### src/hw/rtl/icgr_pkg.sv
package icgr_pkg;

   localparam int SLOTS_DEF    = 16;
   localparam int KEY_BITS_DEF = 16;
   localparam int REF_BITS_DEF = 8;

   localparam int KEY_IN_W    = 16;
   localparam int STATUS_W    = 3;
   localparam int REF_OUT_W   = 8;
   localparam int SLOT_OUT_W  = 4;
   localparam int RSP_DATA_W  = 16;

   localparam logic REQ_GET     = 1'b0;
   localparam logic REQ_RELEASE = 1'b1;

   localparam logic [STATUS_W-1:0] ST_HIT    = 3'd0;
   localparam logic [STATUS_W-1:0] ST_NEW    = 3'd1;
   localparam logic [STATUS_W-1:0] ST_FULL   = 3'd2;
   localparam logic [STATUS_W-1:0] ST_FREED  = 3'd3;
   localparam logic [STATUS_W-1:0] ST_ABSENT = 3'd4;

endpackage

### src/hw/rtl/icgr_ram.sv
module icgr_ram #(
   parameter int WIDTH = 8,
   parameter int DEPTH = 16
) (
   input  logic                     clock,
   input  logic                     wr_en,
   input  logic [$clog2(DEPTH)-1:0] wr_addr,
   input  logic [WIDTH-1:0]         wr_data,
   input  logic [$clog2(DEPTH)-1:0] rd_addr,
   output logic [WIDTH-1:0]         rd_data
);

   logic [WIDTH-1:0] mem_ff [DEPTH];
   logic [WIDTH-1:0] rd_data_ff;

   always_ff @(posedge clock) begin
      if (wr_en) begin
         mem_ff[wr_addr] <= wr_data;
      end
      rd_data_ff <= mem_ff[rd_addr];
   end

   assign rd_data = rd_data_ff;

endmodule

### src/hw/rtl/inode_cache_get_release_top.sv
// Reference-counted key cache over SLOTS slots with a FIFO of free slot indices.
// A word on req_ carries a key in req_tdata and the operation in req_tuser
// (0 get, 1 release); every request returns exactly one word on rsp_. One
// request is worked at a time: the keys sit in a single-port-read RAM that is
// scanned one slot per cycle, so a scan for a key stops at the slot that holds
// it, and a miss scans every slot before the result register is loaded.
// The result register lets the next request be accepted and scanned while an
// earlier result waits; the block stalls only to load a new result into a full
// register. Slot indices in rsp_tdata are the low 4 bits of the slot number.
module inode_cache_get_release_top #(
   parameter int SLOTS    = icgr_pkg::SLOTS_DEF,
   parameter int KEY_BITS = icgr_pkg::KEY_BITS_DEF,
   parameter int REF_BITS = icgr_pkg::REF_BITS_DEF
) (
   input  logic                            clock,
   input  logic                            reset,
   input  logic                            req_tvalid,
   output logic                            req_tready,
   input  logic [icgr_pkg::KEY_IN_W-1:0]   req_tdata,   // [15:0] key
   input  logic                            req_tuser,   // [0] req_type
   output logic                            rsp_tvalid,
   input  logic                            rsp_tready,
   output logic [icgr_pkg::RSP_DATA_W-1:0] rsp_tdata,   // [7:0] ref_count, [11:8] slot
   output logic [icgr_pkg::STATUS_W-1:0]   rsp_tuser    // [2:0] status
);

   localparam int SLOT_W = $clog2(SLOTS);
   localparam int CNT_W  = $clog2(SLOTS + 1);
   localparam int WORD_W = KEY_BITS + REF_BITS;

   localparam logic [1:0] S_IDLE = 2'd0;
   localparam logic [1:0] S_SCAN = 2'd1;
   localparam logic [1:0] S_DONE = 2'd2;

   logic [1:0]          state_ff, state_in;
   logic                type_ff;
   logic [KEY_BITS-1:0] key_ff;
   logic [SLOT_W:0]     scan_ff, scan_in;
   logic                pend_ff, pend_in;
   logic [SLOT_W-1:0]   pidx_ff, pidx_in;
   logic                found_ff, found_in;
   logic [SLOT_W-1:0]   fidx_ff, fidx_in;
   logic [REF_BITS-1:0] frefs_ff, frefs_in;
   logic [SLOTS-1:0]    valid_ff, valid_in;
   logic [SLOT_W-1:0]   head_ff, head_in;
   logic [SLOT_W-1:0]   tail_ff, tail_in;
   logic                wrap_ff, wrap_in;
   logic [CNT_W-1:0]    free_cnt_ff, free_cnt_in;
   logic                fifo_init_ff;
   logic [SLOT_W-1:0]   fifo_raddr_ff;

   logic                            rsp_valid_ff, rsp_valid_in;
   logic [icgr_pkg::STATUS_W-1:0]   rsp_status_ff, rsp_status_in;
   logic [icgr_pkg::REF_OUT_W-1:0]  rsp_refs_ff, rsp_refs_in;
   logic [icgr_pkg::SLOT_OUT_W-1:0] rsp_slot_ff, rsp_slot_in;

   logic                slot_we;
   logic [SLOT_W-1:0]   slot_waddr;
   logic [WORD_W-1:0]   slot_wdata;
   logic [SLOT_W-1:0]   slot_raddr;
   logic [WORD_W-1:0]   slot_rdata;

   logic                fifo_we;
   logic [SLOT_W-1:0]   fifo_waddr;
   logic [SLOT_W-1:0]   fifo_wdata;
   logic [SLOT_W-1:0]   fifo_rdata;
   logic [SLOT_W-1:0]   fifo_q;

   logic                req_acc;
   logic                out_free;
   logic [31:0]         key_ext;
   logic                issue;
   logic                hit_now;
   logic                last_cmp;
   logic [REF_BITS-1:0] refs_inc;
   logic [15:0]         refs_ext;
   logic [7:0]          idx_ext;
   logic [SLOT_W-1:0]   head_nxt;
   logic [SLOT_W-1:0]   tail_nxt;

   icgr_ram #(
      .WIDTH (WORD_W),
      .DEPTH (SLOTS)
   ) u_slot_ram (
      .clock   (clock),
      .wr_en   (slot_we),
      .wr_addr (slot_waddr),
      .wr_data (slot_wdata),
      .rd_addr (slot_raddr),
      .rd_data (slot_rdata)
   );

   icgr_ram #(
      .WIDTH (SLOT_W),
      .DEPTH (SLOTS)
   ) u_free_ram (
      .clock   (clock),
      .wr_en   (fifo_we),
      .wr_addr (fifo_waddr),
      .wr_data (fifo_wdata),
      .rd_addr (head_ff),
      .rd_data (fifo_rdata)
   );

   assign req_tready = (state_ff == S_IDLE);
   assign req_acc    = req_tvalid && req_tready;
   assign out_free   = !rsp_valid_ff || rsp_tready;
   assign key_ext    = 32'(req_tdata);

   // unwritten free-list entries hold their own index
   assign fifo_q = fifo_init_ff ? fifo_rdata : fifo_raddr_ff;

   assign slot_raddr = scan_ff[SLOT_W-1:0];
   assign issue      = (scan_ff < (SLOT_W + 1)'(SLOTS));
   assign hit_now    = pend_ff && valid_ff[pidx_ff] && (slot_rdata[KEY_BITS-1:0] == key_ff);
   assign last_cmp   = pend_ff && (pidx_ff == SLOT_W'(SLOTS - 1));

   assign refs_inc = (frefs_ff == {REF_BITS{1'b1}}) ? frefs_ff : frefs_ff + REF_BITS'(1);
   assign head_nxt = (head_ff == SLOT_W'(SLOTS - 1)) ? '0 : head_ff + SLOT_W'(1);
   assign tail_nxt = (tail_ff == SLOT_W'(SLOTS - 1)) ? '0 : tail_ff + SLOT_W'(1);

   always_comb begin
      state_in      = state_ff;
      scan_in       = scan_ff;
      pend_in       = pend_ff;
      pidx_in       = pidx_ff;
      found_in      = found_ff;
      fidx_in       = fidx_ff;
      frefs_in      = frefs_ff;
      valid_in      = valid_ff;
      head_in       = head_ff;
      tail_in       = tail_ff;
      wrap_in       = wrap_ff;
      free_cnt_in   = free_cnt_ff;
      rsp_valid_in  = rsp_valid_ff && !rsp_tready;
      rsp_status_in = rsp_status_ff;
      rsp_refs_in   = rsp_refs_ff;
      rsp_slot_in   = rsp_slot_ff;
      slot_we       = 1'b0;
      slot_waddr    = fidx_ff;
      slot_wdata    = {refs_inc, key_ff};
      fifo_we       = 1'b0;
      fifo_waddr    = tail_ff;
      fifo_wdata    = fidx_ff;
      refs_ext      = '0;
      idx_ext       = '0;

      unique case (state_ff)
         S_IDLE: begin
            if (req_acc) begin
               scan_in  = '0;
               pend_in  = 1'b0;
               state_in = S_SCAN;
            end
         end
         S_SCAN: begin
            if (hit_now) begin
               found_in = 1'b1;
               fidx_in  = pidx_ff;
               frefs_in = slot_rdata[WORD_W-1:KEY_BITS];
               state_in = S_DONE;
            end else if (last_cmp) begin
               found_in = 1'b0;
               state_in = S_DONE;
            end else begin
               pend_in = issue;
               pidx_in = scan_ff[SLOT_W-1:0];
               if (issue) begin
                  scan_in = scan_ff + (SLOT_W + 1)'(1);
               end
            end
         end
         S_DONE: begin
            if (out_free) begin
               rsp_valid_in = 1'b1;
               state_in     = S_IDLE;
               if (type_ff == icgr_pkg::REQ_GET) begin
                  if (found_ff) begin
                     slot_we       = 1'b1;
                     refs_ext      = 16'(refs_inc);
                     idx_ext       = 8'(fidx_ff);
                     rsp_status_in = icgr_pkg::ST_HIT;
                  end else if (free_cnt_ff == '0) begin
                     rsp_status_in = icgr_pkg::ST_FULL;
                  end else begin
                     slot_we             = 1'b1;
                     slot_waddr          = fifo_q;
                     slot_wdata          = {REF_BITS'(1), key_ff};
                     valid_in[fifo_q]    = 1'b1;
                     head_in             = head_nxt;
                     free_cnt_in         = free_cnt_ff - CNT_W'(1);
                     refs_ext            = 16'd1;
                     idx_ext             = 8'(fifo_q);
                     rsp_status_in       = icgr_pkg::ST_NEW;
                  end
               end else begin
                  if (found_ff) begin
                     valid_in[fidx_ff] = 1'b0;
                     if (free_cnt_ff < CNT_W'(SLOTS)) begin
                        fifo_we     = 1'b1;
                        tail_in     = tail_nxt;
                        free_cnt_in = free_cnt_ff + CNT_W'(1);
                        if (tail_ff == SLOT_W'(SLOTS - 1)) begin
                           wrap_in = 1'b1;
                        end
                     end
                     idx_ext       = 8'(fidx_ff);
                     rsp_status_in = icgr_pkg::ST_FREED;
                  end else begin
                     rsp_status_in = icgr_pkg::ST_ABSENT;
                  end
               end
               rsp_refs_in = refs_ext[icgr_pkg::REF_OUT_W-1:0];
               rsp_slot_in = idx_ext[icgr_pkg::SLOT_OUT_W-1:0];
            end
         end
         default: begin
            state_in = S_IDLE;
         end
      endcase
   end

   always_ff @(posedge clock) begin
      if (reset) begin
         state_ff     <= S_IDLE;
         pend_ff      <= 1'b0;
         valid_ff     <= '0;
         head_ff      <= '0;
         tail_ff      <= '0;
         wrap_ff      <= 1'b0;
         free_cnt_ff  <= CNT_W'(SLOTS);
         rsp_valid_ff <= 1'b0;
      end else begin
         state_ff     <= state_in;
         pend_ff      <= pend_in;
         valid_ff     <= valid_in;
         head_ff      <= head_in;
         tail_ff      <= tail_in;
         wrap_ff      <= wrap_in;
         free_cnt_ff  <= free_cnt_in;
         rsp_valid_ff <= rsp_valid_in;
      end
   end

   always_ff @(posedge clock) begin
      if (req_acc) begin
         type_ff <= req_tuser;
         key_ff  <= key_ext[KEY_BITS-1:0];
      end
      scan_ff       <= scan_in;
      pidx_ff       <= pidx_in;
      found_ff      <= found_in;
      fidx_ff       <= fidx_in;
      frefs_ff      <= frefs_in;
      fifo_init_ff  <= wrap_ff || (head_ff < tail_ff);
      fifo_raddr_ff <= head_ff;
      rsp_status_ff <= rsp_status_in;
      rsp_refs_ff   <= rsp_refs_in;
      rsp_slot_ff   <= rsp_slot_in;
   end

   assign rsp_tvalid = rsp_valid_ff;
   assign rsp_tuser  = rsp_status_ff;
   assign rsp_tdata  = {{(icgr_pkg::RSP_DATA_W - icgr_pkg::SLOT_OUT_W
                          - icgr_pkg::REF_OUT_W){1'b0}}, rsp_slot_ff, rsp_refs_ff};

   a_slot_balance: assert property (@(posedge clock) disable iff (reset)
      ($countones(valid_ff) + int'(free_cnt_ff)) == SLOTS)
      else $error("valid slots plus free slots differ from pool size");

   a_fifo_ends: assert property (@(posedge clock) disable iff (reset)
      (free_cnt_ff == '0 || free_cnt_ff == CNT_W'(SLOTS)) |-> (head_ff == tail_ff))
      else $error("free list pointers disagree with an empty or full list");

   a_live_refs: assert property (@(posedge clock) disable iff (reset)
      (rsp_tvalid && (rsp_tuser == icgr_pkg::ST_HIT || rsp_tuser == icgr_pkg::ST_NEW)
       && !$past(rsp_tvalid)) |-> (rsp_refs_ff != '0 || REF_BITS > icgr_pkg::REF_OUT_W))
      else $error("hit or allocation reported a zero reference count");

   a_done_updates: assert property (@(posedge clock) disable iff (reset)
      (state_ff == S_DONE && out_free) |=> (rsp_tvalid && state_ff == S_IDLE))
      else $error("finished request did not load the result register");

endmodule
### config.mk
export PLATFORM = sky130hd
export DESIGN_NAME = inode_cache_get_release_top
export DESIGN_NICKNAME = d
export VERILOG_FILES = /design/src/hw/rtl/icgr_pkg.sv /design/src/hw/rtl/icgr_ram.sv /design/src/hw/rtl/inode_cache_get_release_top.sv
export SDC_FILE = /design/constraint.sdc
export NUM_CORES = 1
export LEC_CHECK = 0
export BUFFER_PORTS_ARGS = -buffer_cell sky130_fd_sc_hd__buf_4
export CORE_MARGIN = 10
export CORE_UTILIZATION = 56
export CTS_CLUSTER_DIAMETER = 40
export CTS_CLUSTER_SIZE = 10
export DETAILED_ROUTE_END_ITERATION = 8
export PLACE_DENSITY = 0.87
export SYNTH_ARGS = -nofsm -noshare
export SYNTH_HDL_FRONTEND = slang
export SYNTH_SLANG_ARGS = --single-unit
export TNS_END_PERCENT = 50
### constraint.sdc
create_clock -name clock -period 2.8 [get_ports clock]
set_input_delay 0.14 -clock clock [delete_from_list [all_inputs] [get_ports clock]]
set_output_delay 0.14 -clock clock [all_outputs]
set_load 0.05 [all_outputs]
Word-level counts from Yosys, hierarchy flattened. Memories as Yosys holds them, arrays and structs flattened. A register that Yosys moved wholly into a read port is not among the register bits. Cells that the tools add are included.

ROM bits: 0. Input bits: 21. Register bits: 93. Bits in writable memories: 448. Logic and storage cells: 158. Memories: 2. Bits in latches: 0.

Reduce and logical (&&, ||, !) cells: 27. $mul: 0. Add/sub/neg operators: 6. Order comparisons: 8. Equal/unequal tests: 17. Shift operators: 0. Bitwise logic cells: 8. Div/mod/pow operators: 0. Muxes and demuxes: 70.

Memory list: u_slot_ram.mem_ff (words 16, bits a word 24, read ports 1, clocked after Yosys merged registers in 1, wr ports 1, RTL line icgr_ram.sv:13) `logic [WIDTH-1:0] mem_ff [DEPTH];`; u_free_ram.mem_ff (words 16, bits a word 4, read ports 1, clocked after Yosys merged registers in 1, wr ports 1, RTL line icgr_ram.sv:13).

Operator list (number): $mux 24 (5); $mux 16 (4); $mux 4 (12); $mux 5 (9); $mux 1 (24); $reduce_and 5->1 (4); $and 16x16->16 (1); $eq 16x16->1 (1); $mux 8 (2); $not 16->16 (1); $or 16x16->16 (1); $lt 4x5->1 const B (3); $eq 4x4->1 const B (3); $mux 2 (6); $ne 2x2->1 const B (6); $reduce_and 6->1 (2); $add 5x1->5 const B (2); $lt 5x5->1 const B (2); $pmux 5 s2 (1); $add 4x1->4 const B (2); $add 8x1->8 const B (1); $demux 1 s4 (2); $eq 8x8->1 const B (1); $ge 4x1->1 const B (2); other kinds (20) (39).

Depth between registers and ports, before layout. Gate-level depths: netlist (run 1).

Depth in word-level cells: 9. Gate-level depth with buffers: 8. Depth with buffers taken out: 7.

Hierarchy. A second synthesis (run 1) with hierarchy kept.

Cells, all modules: 1150. Area, all modules: 21859.7 µm².

By module, submodules not included: icgr_ram (u_slot_ram) (sequential area each 12011.5 µm², area an instance 14930.6 µm², instances 1, cells an instance 636); inode_cache_get_release_top (sequential area each 2402.3 µm², area an instance 4262.8 µm², instances 1, cells an instance 384); icgr_ram (u_free_ram) (sequential area each 2001.9 µm², area an instance 2666.3 µm², instances 1, cells an instance 130).

Worst setup path before layout (run 1). OpenSTA, ideal clock, no wires.

Path kind: flip-flop to flip-flop. Start: register rsp_valid_ff, in the netlist rsp_tvalid. End: memory u_slot_ram.mem_ff[9][0] (netlist name) (enable). Cell stages (with the launch flop): 9. Period minus slack after synthesis: 3.053 ns. Setup slack: -0.253 ns. Library setup time: 0.405 ns. Required time: 2.395 ns. Path buffers: 2. Data arrival time: 2.648 ns. Path through: dfxtp_1 -> nand2b_1 -> nand2b_1 -> buf_2 -> nor2_1 -> buf_2 -> nor3b_1 -> a21oi_1 -> nor2_1.

Cells in the longest elaborated chain, start to end: 6.

Ends and longest elaborated chain: from (decl) (RTL line inode_cache_get_release_top.sv:52) `logic rsp_valid_ff, rsp_valid_in;`; from (signal assigned) (RTL line inode_cache_get_release_top.sv:241) `rsp_valid_ff <= rsp_valid_in;`; $logic_not 1->1 (*) (RTL line inode_cache_get_release_top.sv:107) `assign out_free = !rsp_valid_ff || rsp_tready;`; $logic_or 1x1->1 (*) (RTL line inode_cache_get_release_top.sv:107); $mux 1 (RTL line inode_cache_get_release_top.sv:174) `if (out_free) begin`; $mux 1 (RTL line inode_cache_get_release_top.sv:148) `unique case (state_ff)`; $mux 1 (RTL line icgr_ram.sv:17) `if (wr_en) begin`; $mux 1 (not written as such) (RTL line icgr_ram.sv:18) `mem_ff[wr_addr] <= wr_data;`; to (decl) (RTL line icgr_ram.sv:13).

Mark *: on every way between the ends. The rest lies on a longest branch, timed or not.

Final worst setup path (run 1).
Start: register free_cnt_ff[0]. End: memory u_slot_ram.mem_ff[11][20] (netlist name), data pin.

Cells in the longest elaborated chain, start to end: 6.

Ends and longest elaborated chain: from (decl) (RTL line inode_cache_get_release_top.sv:48) `logic [CNT_W-1:0] free_cnt_ff, free_cnt_in;`; from (signal assigned) (RTL line inode_cache_get_release_top.sv:231) `free_cnt_ff <= CNT_W'(SLOTS);`; from (signal assigned) (RTL line inode_cache_get_release_top.sv:240) `free_cnt_ff <= free_cnt_in;`; $logic_not 5->1 (RTL line inode_cache_get_release_top.sv:183) `end else if (free_cnt_ff == '0) begin`; $mux 24 (RTL line inode_cache_get_release_top.sv:183); $mux 24 (RTL line inode_cache_get_release_top.sv:178) `if (found_ff) begin`; $mux 24 (RTL line inode_cache_get_release_top.sv:177) `if (type_ff == icgr_pkg::REQ_GET) begin`; $mux 24 (RTL line inode_cache_get_release_top.sv:174); $mux 24 (RTL line inode_cache_get_release_top.sv:148); via slot_wdata[20] (RTL line inode_cache_get_release_top.sv:59) `logic [WORD_W-1:0] slot_wdata;`.

The timed path passes the listed nets, and every way through them passes these cells.

==> results of run 1 <==
-- per-stage QoR --
step / worst slack (ns) / hold slack [ns] / util, % / instance area, sq um / TNS [ns]
after floorplan: -0.253 / 0.239 / - / 22000 / -87.34
after global placement: 0.347 / 0.318 / 60.5 / 23400 / 0
after detailed placement: 0.203 / 0.319 / 60.5 / 23400 / 0
after CTS: 0.139 / 0.249 / 67.1 / 26000 / 0
after global routing: 0.0169 / 0.260 / 67.1 / 26000 / 0
final: 0.0842 / 0.267 / 67.1 / 26000 / 0
-- worst register-to-register path, cell delays in order, from the launching register on --
cell and delay, ns:
dfxtp_1 0.36, nor3_1 0.26, a21o_1 0.31, nor2_1 0.15, buf_4 0.23, buf_4 0.17, nor2_1 0.88
-- cells in the final DEF, fill, tap and decap left out, types with 3 or more instances in the layout --
master and instances:
a21o_1 5, a21oi_1 34, and2_1 5, and3_1 7, buf_12 16, buf_4 96
bufinv_16 3, clkbuf_1 29, clkbuf_16 77, clkbuf_8 6, clkinv_2 4, clkinvlp_4 3
conb_1 4, dfxtp_1 67, dlygate4sd3_1 22, edfxtp_1 502, ha_1 13, inv_1 12
mux2i_1 10, mux4_1 4, mux4_2 140, nand2_1 31, nand2b_1 11, nand3_1 18
nand4_1 3, nor2_1 61, nor2_2 17, nor3_1 8, nor3b_1 4, o21ai_0 24
o21ai_1 8, or2_2 3, or3_1 5, xnor2_1 25, xor2_1 3
-- cell usage after synthesis (10+ instances only) --
library cell | count | area [sq um]
mux4_2 | 140 | 3150
nor2_1 | 78 | 293
nand2b_1 | 11 | 68.8
inv_1 | 12 | 45.0
mux2i_1 | 10 | 100
buf_2 | 21 | 105
dfxtp_1 | 67 | 1340
edfxtp_1 | 502 | 15100
nand2_1 | 31 | 116
ha_1 | 13 | 163
o21ai_0 | 24 | 120
clkbuf_1 | 22 | 82.6
nand3_1 | 18 | 90.1
xnor2_1 | 25 | 219
a21oi_1 | 34 | 170
-- sequential cells by signal, indices dropped and copies added, names as in the netlist, 4 cells and up --
signal	cells
valid_ff	16
fifo_waddr	4
rsp_slot_ff	4
fifo_raddr_ff	4
head_ff	4
free_cnt_ff	5
u_slot_ram.mem_ff	384
key_ff	16
frefs_ff	8
rsp_refs_ff	8
u_free_ram.mem_ff	64
pidx_ff	4
fidx_ff	4
u_slot_ram.rd_data	24
scan_ff	5
u_free_ram.rd_data	4
-- power by group --
part           leakage, nW  internal (mW)  total [mW]  switching [mW]
Clock                 1.13           5.51        8.97            3.45
Combinational         2.31          0.619        1.23           0.608
Sequential            5.08           9.33        9.44           0.107
-- repair_timing --
item	4_1_cts	5_1_grt
resized for setup	0	1
endpoints found under the setup margin	0	16
endpoints found under the hold margin	44	0
hold buffers	22	0
-- logic make-up after synthesis --
logic type,Yosys count,share of synthesized area (%)
buffers and inverters,66,1.50
DFF,569,74.7
muxes,155,15.4
AOI/OAI and AO/OA,87,2.30
other,1,0.0171
and+or+nand+nor,188,4.15
xor gates and xnor gates,28,1.12
adders and majority gates,14,0.832
-- cell type report --
cell class,count,area [sq um],area share [%]
timing repair buffer,134,1260,4.85
clock buffer,112,2120,8.15
clock inverter,17,220,0.847
sequential,569,16400,63.2
tap,518,648,2.49
inverter,13,48.8,0.188
multi-input combinational,476,5270,20.3
-- metal layers --
layer  wire [um]  part of all wire [%]
met1       18700                    36
met4        1430                   2.8
met5           0                     0
met3        4540                   8.8
met2       26700                    52
-- final timing paths --
kind | startpoint | endpoint | slack, ns | cells after the start
hold / removal | req_tdata[5] | key_ff[5] | 0.27 | 2
setup / recovery | free_cnt_ff[0] | u_slot_ram.mem_ff[11][20] | 0.08 | 6
setup reg to reg | free_cnt_ff[0] | u_slot_ram.mem_ff[11][20] | 0.08 | 6
hold reg to reg | u_slot_ram.rd_data[21] | frefs_ff[5] | 0.39 | 0
==> impl_metrics.xml, run 1 <==
<?xml version="1.0" encoding="UTF-8"?>
<metrics>
  <group name="run">
    <metric name="drv.max_cap_violation_count" unit="">0</metric>
  </group>
  <group name="routing">
    <metric name="antenna_violating_nets_remaining" unit="">0</metric>
    <metric name="detail_route.drc_violations" unit="">0</metric>
    <metric name="detailedRoute.firstIterationViolations" unit="">1696</metric>
    <metric name="drtPass1Iterations" unit="">6</metric>
    <metric name="wire_per_inst" unit="um">27.9</metric>
    <metric name="route.detailed.vias_per_inst" unit="">6.33</metric>
    <metric name="totalWireLength" unit="mm">51.4</metric>
    <metric name="via_count" unit="">11600</metric>
  </group>
  <group name="placement">
    <metric name="gp_congestion" unit="">0.891</metric>
    <metric name="placed_cell_count" unit="">1688</metric>
    <metric name="hpwl_after_detailed_placement" unit="mm">29.8</metric>
    <metric name="placement.io_buffers" unit="">37</metric>
  </group>
  <group name="grt">
    <metric name="via_count_of_the_first_global_routing_pass" unit="">12000</metric>
    <metric name="globalRoute.totalOverflow" unit="">0</metric>
    <metric name="grt_max_degree" unit="">37</metric>
    <metric name="grt_util_met1" unit="%">28.2</metric>
    <metric name="busiest_layer" unit="">met2</metric>
    <metric name="grt_pass1_wl" unit="mm">78.2</metric>
    <metric name="global_route.usage.total" unit="%">22.2</metric>
    <metric name="global_route.usage.met3" unit="%">4.56</metric>
    <metric name="grt_util_met2" unit="%">37.4</metric>
    <metric name="antenna_found_initial" unit="">0</metric>
  </group>
  <group name="cts">
    <metric name="clock_tree.htree_level_count" unit="">3</metric>
    <metric name="cts_root_buffer" unit="">clkbuf_16</metric>
    <metric name="tritoncts_clock_tree" unit="">built</metric>
    <metric name="post_cts.repair.setup_buffers" unit="">0</metric>
    <metric name="cts.reportedPaths.clkPinSlew" unit="ns">0.05</metric>
    <metric name="clk_path_buf_depth" unit="">3</metric>
    <metric name="clkSinkCount" unit="">569</metric>
    <metric name="cts_inserted_buffers" unit="">74</metric>
    <metric name="worstSkewPairLatency" unit="ns">0.59</metric>
  </group>
  <group name="worst_setup_path">
    <metric name="path_cells" unit="">nor3_1, a21o_1, nor2_1, buf_4, buf_4, nor2_1</metric>
    <metric name="worst_setup_path_end_kind" unit="">register</metric>
    <metric name="timing.critical_path.arrival" unit="ns">2.95</metric>
    <metric name="critPathTopFamily" unit="">simple AND/OR/NAND/NOR gates</metric>
    <metric name="required" unit="ns">3.03</metric>
    <metric name="worst_setup_path_start_kind" unit="">register</metric>
    <metric name="timing.critical_path.buf_inv" unit="">2</metric>
    <metric name="timing.setup.critical_path_class" unit="">register to register</metric>
    <metric name="slowest_stage" unit="">nor2_1</metric>
    <metric name="worst-path-max-fanout" unit="">16</metric>
    <metric name="cp_slowest_stage_delay" unit="ns">0.88</metric>
  </group>
  <group name="timing">
    <metric name="achievable-frequency" unit="MHz">368</metric>
    <metric name="pins_over_their_slew_limit" unit="">0</metric>
    <metric name="finalSetupViolCount" unit="">0</metric>
    <metric name="clock_skew" unit="ns">0.0184</metric>
    <metric name="timing.max_slew.rel_slack" unit="%">22.6</metric>
    <metric name="fin_crit" unit="ns">2.72</metric>
    <metric name="unrepaired_setup_endpoints_after_global_routing" unit="">no</metric>
    <metric name="slew_worst_pin" unit="ns">1.16</metric>
    <metric name="hold_viol" unit="">0</metric>
    <metric name="final_min_period_over_clock_period" unit="%">97.0</metric>
  </group>
  <group name="finish">
    <metric name="fin_cells" unit="">1839</metric>
    <metric name="drive_gt1_share" unit="%">29.0</metric>
    <metric name="final.fill_count" unit="">2269</metric>
    <metric name="antenna_cells" unit="">0</metric>
    <metric name="syn_to_final_growth" unit="%">18.3</metric>
    <metric name="fin_nets" unit="">1303</metric>
  </group>
  <group name="power_and_ir_drop">
    <metric name="irDropWorstVdd" unit="mV">0.412</metric>
    <metric name="finalPower" unit="mW">19.6</metric>
    <metric name="leakage" unit="nW">8.52</metric>
    <metric name="pwr_dens" unit="mW/mm^2">755</metric>
  </group>
  <group name="floorplan">
    <metric name="chipHeight" unit="um">218</metric>
    <metric name="rows" unit="">72</metric>
    <metric name="core_area" unit="sq mm">0.0387</metric>
    <metric name="pin_count" unit="">42</metric>
    <metric name="chipWidth" unit="um">218</metric>
    <metric name="floorplan.die_area" unit="sq mm">0.0475</metric>
    <metric name="start_util" unit="%">56.7</metric>
  </group>
  <group name="yosys">
    <metric name="syn_area_per_cell" unit="sq um">19.8</metric>
    <metric name="yosys_most_used_dff" unit="">edfxtp_1</metric>
    <metric name="ys_ff_latch" unit="">569</metric>
    <metric name="syn-instance-count" unit="">1108</metric>
    <metric name="synthesis.yosys.warnings" unit="">0</metric>
    <metric name="synth_edf_count" unit="">502</metric>
    <metric name="syn_area" unit="sq mm">0.0220</metric>
    <metric name="synth_cell_type_count" unit="">56</metric>
    <metric name="synth-async-reset-ratio" unit="%">0</metric>
    <metric name="synth_sequential_area_ratio" unit="%">74.7</metric>
  </group>
  <group name="worst_hold_path">
    <metric name="hold_path_class" unit="">primary input to register</metric>
  </group>
  <group name="status">
    <metric name="status" unit="">finished clean</metric>
  </group>
</metrics>
(Power assumes the default switching activity.)
==> run 2, diff against run 1 <==
--- a/config.mk
+++ b/config.mk
@@ -12,6 +12,7 @@
 export CTS_CLUSTER_SIZE = 10
 export DETAILED_ROUTE_END_ITERATION = 8
 export PLACE_DENSITY = 0.87
+export REMOVE_ABC_BUFFERS = 1
 export SYNTH_ARGS = -nofsm -noshare
 export SYNTH_HDL_FRONTEND = slang
 export SYNTH_SLANG_ARGS = --single-unit
==> impl_metrics.xml, run 2 (same netlist as run 1, synthesis figures left out) <==
<?xml version="1.0" encoding="UTF-8"?>
<metrics>
  <group name="floorplan">
    <metric name="chipWidth" unit="um">218</metric>
    <metric name="core_area" unit="sq mm">0.0387</metric>
    <metric name="start_util" unit="%">56.7</metric>
    <metric name="chipHeight" unit="um">218</metric>
    <metric name="floorplan.die_area" unit="sq mm">0.0475</metric>
    <metric name="rows" unit="">72</metric>
    <metric name="pin_count" unit="">42</metric>
  </group>
  <group name="worst_setup_path">
    <metric name="timing.critical_path.arrival" unit="ns">3.19</metric>
    <metric name="worst-path-max-fanout" unit="">17</metric>
    <metric name="timing.critical_path.buf_inv" unit="">2</metric>
    <metric name="required" unit="ns">3.27</metric>
    <metric name="worst_setup_path_start_kind" unit="">register</metric>
    <metric name="timing.setup.critical_path_class" unit="">register to register</metric>
    <metric name="cp_slowest_stage_delay" unit="ns">0.75</metric>
    <metric name="worst_setup_path_end_kind" unit="">register</metric>
    <metric name="path_cells" unit="">xnor2_2, nand4_1, nor4_2, buf_4, nand4_2, nand3_2, a21oi_1, dlygate4sd3_1</metric>
    <metric name="slowest_stage" unit="">edfxtp_1</metric>
    <metric name="critPathTopFamily" unit="">buffers and inverters</metric>
  </group>
  <group name="cts">
    <metric name="tritoncts_clock_tree" unit="">built</metric>
    <metric name="worstSkewPairLatency" unit="ns">0.59</metric>
    <metric name="clock_tree.htree_level_count" unit="">3</metric>
    <metric name="cts_inserted_buffers" unit="">74</metric>
    <metric name="cts.reportedPaths.clkPinSlew" unit="ns">0.05</metric>
    <metric name="clkSinkCount" unit="">569</metric>
    <metric name="clk_path_buf_depth" unit="">3</metric>
    <metric name="cts_root_buffer" unit="">clkbuf_16</metric>
  </group>
  <group name="grt">
    <metric name="grt_pass1_wl" unit="mm">77.2</metric>
    <metric name="grt_max_degree" unit="">67</metric>
    <metric name="antenna_found_initial" unit="">0</metric>
    <metric name="global_route.usage.total" unit="%">21.7</metric>
    <metric name="globalRoute.totalOverflow" unit="">0</metric>
    <metric name="via_count_of_the_first_global_routing_pass" unit="">12100</metric>
  </group>
  <group name="finish">
    <metric name="top_register" unit="">u_slot_ram.mem_ff</metric>
    <metric name="antenna_cells" unit="">0</metric>
    <metric name="syn_to_final_growth" unit="%">17.4</metric>
    <metric name="finish.utilization" unit="%">66.6</metric>
    <metric name="ff_latch_area" unit="sq mm">0.0164</metric>
    <metric name="final_cell_area" unit="sq mm">0.0258</metric>
    <metric name="multi_input_combinational_cell_area" unit="sq mm">0.00533</metric>
    <metric name="layout_commonest_cell" unit="">edfxtp_1</metric>
    <metric name="drive_gt1_share" unit="%">28.6</metric>
    <metric name="largest_reg_flops" unit="">384</metric>
    <metric name="fin_nets" unit="">1293</metric>
    <metric name="most-common-layout-cells" unit="">edfxtp_1, mux4_2, buf_4</metric>
    <metric name="final.fill_count" unit="">2311</metric>
  </group>
  <group name="status">
    <metric name="status" unit="">finished clean</metric>
  </group>
  <group name="power_and_ir_drop">
    <metric name="intPower" unit="mW">15.1</metric>
    <metric name="pwr-share-clk" unit="%">45.0</metric>
    <metric name="power.net_switching" unit="mW">4.15</metric>
    <metric name="irDropWorstVdd" unit="mV">0.467</metric>
    <metric name="pwr_dens" unit="mW/mm^2">748</metric>
    <metric name="leakage" unit="nW">8.40</metric>
    <metric name="power.share.combinational" unit="%">6.1</metric>
    <metric name="seq_power_share" unit="%">49.0</metric>
    <metric name="power.switching_fraction" unit="%">21.5</metric>
  </group>
  <group name="routing">
    <metric name="totalWireLength" unit="mm">51.3</metric>
    <metric name="route.detailed.vias_per_inst" unit="">6.43</metric>
    <metric name="antenna_violating_nets_remaining" unit="">0</metric>
    <metric name="detail_route.drc_violations" unit="">0</metric>
    <metric name="wire_per_inst" unit="um">28.0</metric>
    <metric name="via_count" unit="">11800</metric>
    <metric name="drtPass1Iterations" unit="">8</metric>
    <metric name="detailedRoute.firstIterationViolations" unit="">1524</metric>
  </group>
  <group name="timing">
    <metric name="unrepaired_setup_endpoints_after_global_routing" unit="">yes</metric>
    <metric name="achievable-frequency" unit="MHz">367</metric>
    <metric name="clock_skew" unit="ns">0.0290</metric>
    <metric name="hold_viol" unit="">0</metric>
    <metric name="final.setup.tns" unit="ns">0</metric>
    <metric name="fin_crit" unit="ns">2.72</metric>
    <metric name="finalSetupViolCount" unit="">0</metric>
    <metric name="final_min_period_over_clock_period" unit="%">97.2</metric>
    <metric name="pins_over_their_slew_limit" unit="">0</metric>
    <metric name="timing.max_slew.rel_slack" unit="%">29.2</metric>
    <metric name="slew_worst_pin" unit="ns">1.06</metric>
  </group>
  <group name="run">
    <metric name="drv.max_cap_violation_count" unit="">0</metric>
  </group>
  <group name="placement">
    <metric name="hpwl_after_detailed_placement" unit="mm">28.0</metric>
    <metric name="gp_congestion" unit="">0.892</metric>
    <metric name="placement.io_buffers" unit="">37</metric>
    <metric name="place_area" unit="sq mm">0.0233</metric>
  </group>
  <group name="worst_hold_path">
    <metric name="hold_path_class" unit="">primary input to register</metric>
  </group>
</metrics>
run 2: cell count changes in the layout (fill, tap and decap cells not counted), sizes merged:
cell and change:
buf -10, clkbuf -1, clkinv +1, clkinvlp +1
inv +1
run 2: what timing repair did:
| action | 4_1_cts | 5_1_grt |
|---|---|---|
| setup endpoints to repair | 0 | 122 |
| endpoints found under the hold margin | 31 | 0 |
| hold buffers | 22 | 0 |
| gates resized for setup | 0 | 9 |
| buffers inserted | 0 | 0 |
run 2: final timing paths:
check,cells past startpoint,endpoint,slack [ns],start
worst min-delay path,2,key_ff[1],0.28,req_tdata[1]
worst min register to register,0,frefs_ff[7],0.39,u_slot_ram.rd_data[23]
worst max register to register,8,state_ff[0],0.08,key_ff[8]
worst max-delay path,8,state_ff[0],0.08,key_ff[8]
run 2: worst reg2reg max path, stage by stage, from the launching register on:
cell	delay, ns
edfxtp_1	0.75
xnor2_2	0.20
nand4_1	0.20
nor4_2	0.28
buf_4	0.22
nand4_2	0.15
nand3_2	0.15
a21oi_1	0.08
dlygate4sd3_1	0.57
run 2: layer usage:
metal  vias to the layer above  wire [um]  track usage [%]
met3                       159       4950             4.73
li1                       4763          -                -
met4                         0       1660             8.66
met5                         -          0                0
met1                      6044      18600             27.6
met2                       799      26100             36.1
run 2: power groups by stage:
stage / logic (mW) / registers, mW / clock network [mW]
CTS: 1.17 / 9.44 / 8.75
detailed placement: 1.11 / 9.60 / 0
floorplan: 0.671 / 9.74 / 0
global placement: 1.07 / 9.59 / 0
global route: 1.23 / 9.45 / 9.09
finish: 1.17 / 9.44 / 8.67
run 2: cell type report:
| type | instances | share of cell area, % |
|---|---|---|
| flip-flops and latches | 569 | 63.7 |
| multi-input cells | 476 | 20.7 |
| clock buffers | 111 | 7.72 |
| repair buffers | 124 | 4.41 |
| well taps | 518 | 2.51 |
| clock inverters | 20 | 0.849 |
| inverters | 13 | 0.189 |
run 2: per-stage QoR:
stage | cells | power, mW | setup WS (ns) | hold WS, ns
after floorplan | 1058 | 10.4 | -2.32 | 0.209
after global placement | 1678 | 10.7 | 0.352 | 0.318
after detailed placement | 1678 | 10.7 | 0.185 | 0.319
after CTS | 1831 | 19.4 | 0.0271 | 0.256
after global routing | 1831 | 19.8 | -0.0421 | 0.281
final | 1831 | 19.3 | 0.0784 | 0.277
==> run 3, diff against run 2 <==
--- a/config.mk
+++ b/config.mk
@@ -7,11 +7,11 @@
 export LEC_CHECK = 0
 export BUFFER_PORTS_ARGS = -buffer_cell sky130_fd_sc_hd__buf_4
 export CORE_MARGIN = 10
-export CORE_UTILIZATION = 56
+export CORE_UTILIZATION = 47
 export CTS_CLUSTER_DIAMETER = 40
 export CTS_CLUSTER_SIZE = 10
 export DETAILED_ROUTE_END_ITERATION = 8
-export PLACE_DENSITY = 0.87
+export PLACE_DENSITY = 0.71
 export REMOVE_ABC_BUFFERS = 1
 export SYNTH_ARGS = -nofsm -noshare
 export SYNTH_HDL_FRONTEND = slang
==> impl_metrics.xml, run 3 (same netlist as run 1, synthesis figures left out) <==
<?xml version="1.0" encoding="UTF-8"?>
<metrics>
  <group name="status">
    <metric name="status" unit="">finished clean</metric>
  </group>
  <group name="power_and_ir_drop">
    <metric name="seq_power_share" unit="%">48.2</metric>
    <metric name="intPower" unit="mW">15.5</metric>
    <metric name="irDropWorstVdd" unit="mV">0.512</metric>
    <metric name="finalPower" unit="mW">19.6</metric>
    <metric name="pwr-share-clk" unit="%">46.1</metric>
    <metric name="power.net_switching" unit="mW">4.10</metric>
    <metric name="pwr_dens" unit="mW/mm^2">745</metric>
    <metric name="leakage" unit="nW">8.52</metric>
    <metric name="power.share.combinational" unit="%">5.7</metric>
    <metric name="power.switching_fraction" unit="%">20.9</metric>
  </group>
  <group name="finish">
    <metric name="layout_commonest_cell" unit="">edfxtp_1</metric>
    <metric name="antenna_cells" unit="">0</metric>
    <metric name="ff_latch_area" unit="sq mm">0.0164</metric>
    <metric name="finish.utilization" unit="%">56.7</metric>
    <metric name="largest_reg_flops" unit="">384</metric>
    <metric name="fin_nets" unit="">1298</metric>
    <metric name="most-common-layout-cells" unit="">edfxtp_1, mux4_2, buf_4</metric>
    <metric name="syn_to_final_growth" unit="%">19.6</metric>
    <metric name="drive_gt1_share" unit="%">28.6</metric>
    <metric name="multi_input_combinational_cell_area" unit="sq mm">0.00535</metric>
    <metric name="final.fill_count" unit="">3315</metric>
    <metric name="top_register" unit="">u_slot_ram.mem_ff</metric>
  </group>
  <group name="placement">
    <metric name="gp_congestion" unit="">0.876</metric>
    <metric name="hpwl_after_detailed_placement" unit="mm">24.9</metric>
    <metric name="placement.io_buffers" unit="">37</metric>
  </group>
  <group name="grt">
    <metric name="antenna_found_initial" unit="">0</metric>
    <metric name="globalRoute.totalOverflow" unit="">0</metric>
    <metric name="global_route.usage.total" unit="%">16.4</metric>
    <metric name="via_count_of_the_first_global_routing_pass" unit="">11600</metric>
    <metric name="grt_pass1_wl" unit="mm">69.9</metric>
    <metric name="grt_max_degree" unit="">47</metric>
  </group>
  <group name="cts">
    <metric name="cts.reportedPaths.clkPinSlew" unit="ns">0.05</metric>
    <metric name="clkSinkCount" unit="">569</metric>
    <metric name="tritoncts_clock_tree" unit="">built</metric>
    <metric name="clk_path_buf_depth" unit="">3</metric>
    <metric name="clock_tree.htree_level_count" unit="">3</metric>
    <metric name="cts_inserted_buffers" unit="">76</metric>
    <metric name="postCtsResizedCells" unit="">0</metric>
    <metric name="worstSkewPairLatency" unit="ns">0.61</metric>
    <metric name="cts_root_buffer" unit="">clkbuf_16</metric>
  </group>
  <group name="timing">
    <metric name="slew_worst_pin" unit="ns">1.11</metric>
    <metric name="fin_crit" unit="ns">2.60</metric>
    <metric name="final_min_period_over_clock_period" unit="%">93.0</metric>
    <metric name="pins_over_their_slew_limit" unit="">0</metric>
    <metric name="finalSetupViolCount" unit="">0</metric>
    <metric name="clock_skew" unit="ns">0.0203</metric>
    <metric name="timing.max_slew.rel_slack" unit="%">25.5</metric>
    <metric name="achievable-frequency" unit="MHz">384</metric>
    <metric name="unrepaired_setup_endpoints_after_global_routing" unit="">no</metric>
    <metric name="final.setup.tns" unit="ns">0</metric>
    <metric name="hold_viol" unit="">0</metric>
  </group>
  <group name="worst_hold_path">
    <metric name="hold_path_class" unit="">primary input to register</metric>
    <metric name="worst_hold_path.num_cells" unit="">2</metric>
  </group>
  <group name="floorplan">
    <metric name="chipHeight" unit="um">236</metric>
    <metric name="chipWidth" unit="um">236</metric>
    <metric name="floorplan.die_area" unit="sq mm">0.0558</metric>
    <metric name="start_util" unit="%">47.4</metric>
    <metric name="rows" unit="">79</metric>
    <metric name="core_area" unit="sq mm">0.0464</metric>
    <metric name="pin_count" unit="">42</metric>
  </group>
  <group name="routing">
    <metric name="wire_per_inst" unit="um">23.7</metric>
    <metric name="via_count" unit="">11000</metric>
    <metric name="antenna_violating_nets_remaining" unit="">0</metric>
    <metric name="detailedRoute.firstIterationViolations" unit="">1199</metric>
    <metric name="route.detailed.vias_per_inst" unit="">5.72</metric>
    <metric name="drtPass1Iterations" unit="">6</metric>
    <metric name="totalWireLength" unit="mm">45.6</metric>
    <metric name="detail_route.drc_violations" unit="">0</metric>
  </group>
  <group name="run">
    <metric name="drv.max_cap_violation_count" unit="">0</metric>
  </group>
  <group name="worst_setup_path">
    <metric name="required" unit="ns">3.29</metric>
    <metric name="worst-path-max-fanout" unit="">17</metric>
    <metric name="worst_setup_path_end_kind" unit="">register</metric>
    <metric name="r2r.worst_path.cells" unit="">8</metric>
    <metric name="timing.setup.critical_path_class" unit="">register to register</metric>
    <metric name="timing.critical_path.arrival" unit="ns">3.09</metric>
    <metric name="worst_setup_path_start_kind" unit="">register</metric>
  </group>
</metrics>
run 3: cell count changes in the layout (fill, tap and decap cells not counted), moves of 2 or more:
| cell | delta |
|---|---|
| nor2_1 | +3 |
| nor2_2 | -16 |
| nor2_4 | +13 |
| xnor2_2 | -2 |
| xnor2_1 | +2 |
| buf_12 | +13 |
| clkbuf_1 | -10 |
| clkbuf_8 | +2 |
| buf_4 | -10 |
| clkinv_1 | +3 |
| clkinv_8 | +2 |
| clkbuf_16 | +3 |
run 3: per-layer routing:
layer  vias to the layer above  share of wire, %  global-route usage (%)
met3                        99               6.8                    3.70
met1                      5688                40                    21.3
li1                       4771                 -                       -
met4                         0               2.7                    6.18
met5                         -                 0                       0
met2                       449                50                    26.6
run 3: area by class of cell:
cell class / count / share of cell area [%]
sequential: 569 / 62.5
multi-input combinational: 476 / 20.4
clock buffer: 106 / 7.82
timing repair buffer: 127 / 5.03
tap: 607 / 2.89
clock inverter: 26 / 1.24
inverter: 13 / 0.186
run 3: final timing paths:
| check | startpoint | to | slack (ns) |
|---|---|---|---|
| setup reg to reg | key_ff[13] | state_ff[0] | 0.20 |
| hold / removal | req_tdata[13] | key_ff[13] | 0.25 |
| hold reg to reg | u_slot_ram.rd_data[21] | frefs_ff[5] | 0.40 |
| setup / recovery | key_ff[13] | state_ff[0] | 0.20 |
run 3: power by group through the flow:
stage / sequential, mW / combinational [mW] / clock, mW
after detailed placement: 9.61 / 1.09 / 0
after CTS: 9.45 / 1.12 / 9.16
after floorplan: 9.74 / 0.671 / 0
after global placement: 9.60 / 1.08 / 0
after global routing: 9.44 / 1.20 / 9.51
final: 9.44 / 1.12 / 9.02
run 3: stage by stage:
| step | area, sq um | hold slack [ns] | std cells | setup WS [ns] |
|---|---|---|---|---|
| after floorplan | 21700 | 0.209 | 1058 | -2.32 |
| after global placement | 23600 | 0.318 | 1762 | 0.332 |
| after detailed placement | 23600 | 0.319 | 1762 | 0.262 |
| after CTS | 26200 | 0.220 | 1916 | 0.133 |
| after global routing | 26300 | 0.236 | 1924 | 0.000177 |
| final | 26300 | 0.252 | 1924 | 0.196 |
run 3: worst max-delay path, stage by stage, from the launching register on:
cell           delay, ns
edfxtp_1            0.61
xnor2_1             0.28
nand4_1             0.15
nor4_1              0.31
buf_4               0.19
nand4_2             0.15
nand3_2             0.15
a21oi_1             0.08
dlygate4sd3_1       0.56
run 3: timing repair:
item	CTS	global route
hold buffers	22	0
setup endpoints to repair	0	1
buffers inserted	0	8
hold endpoints to repair	45	0
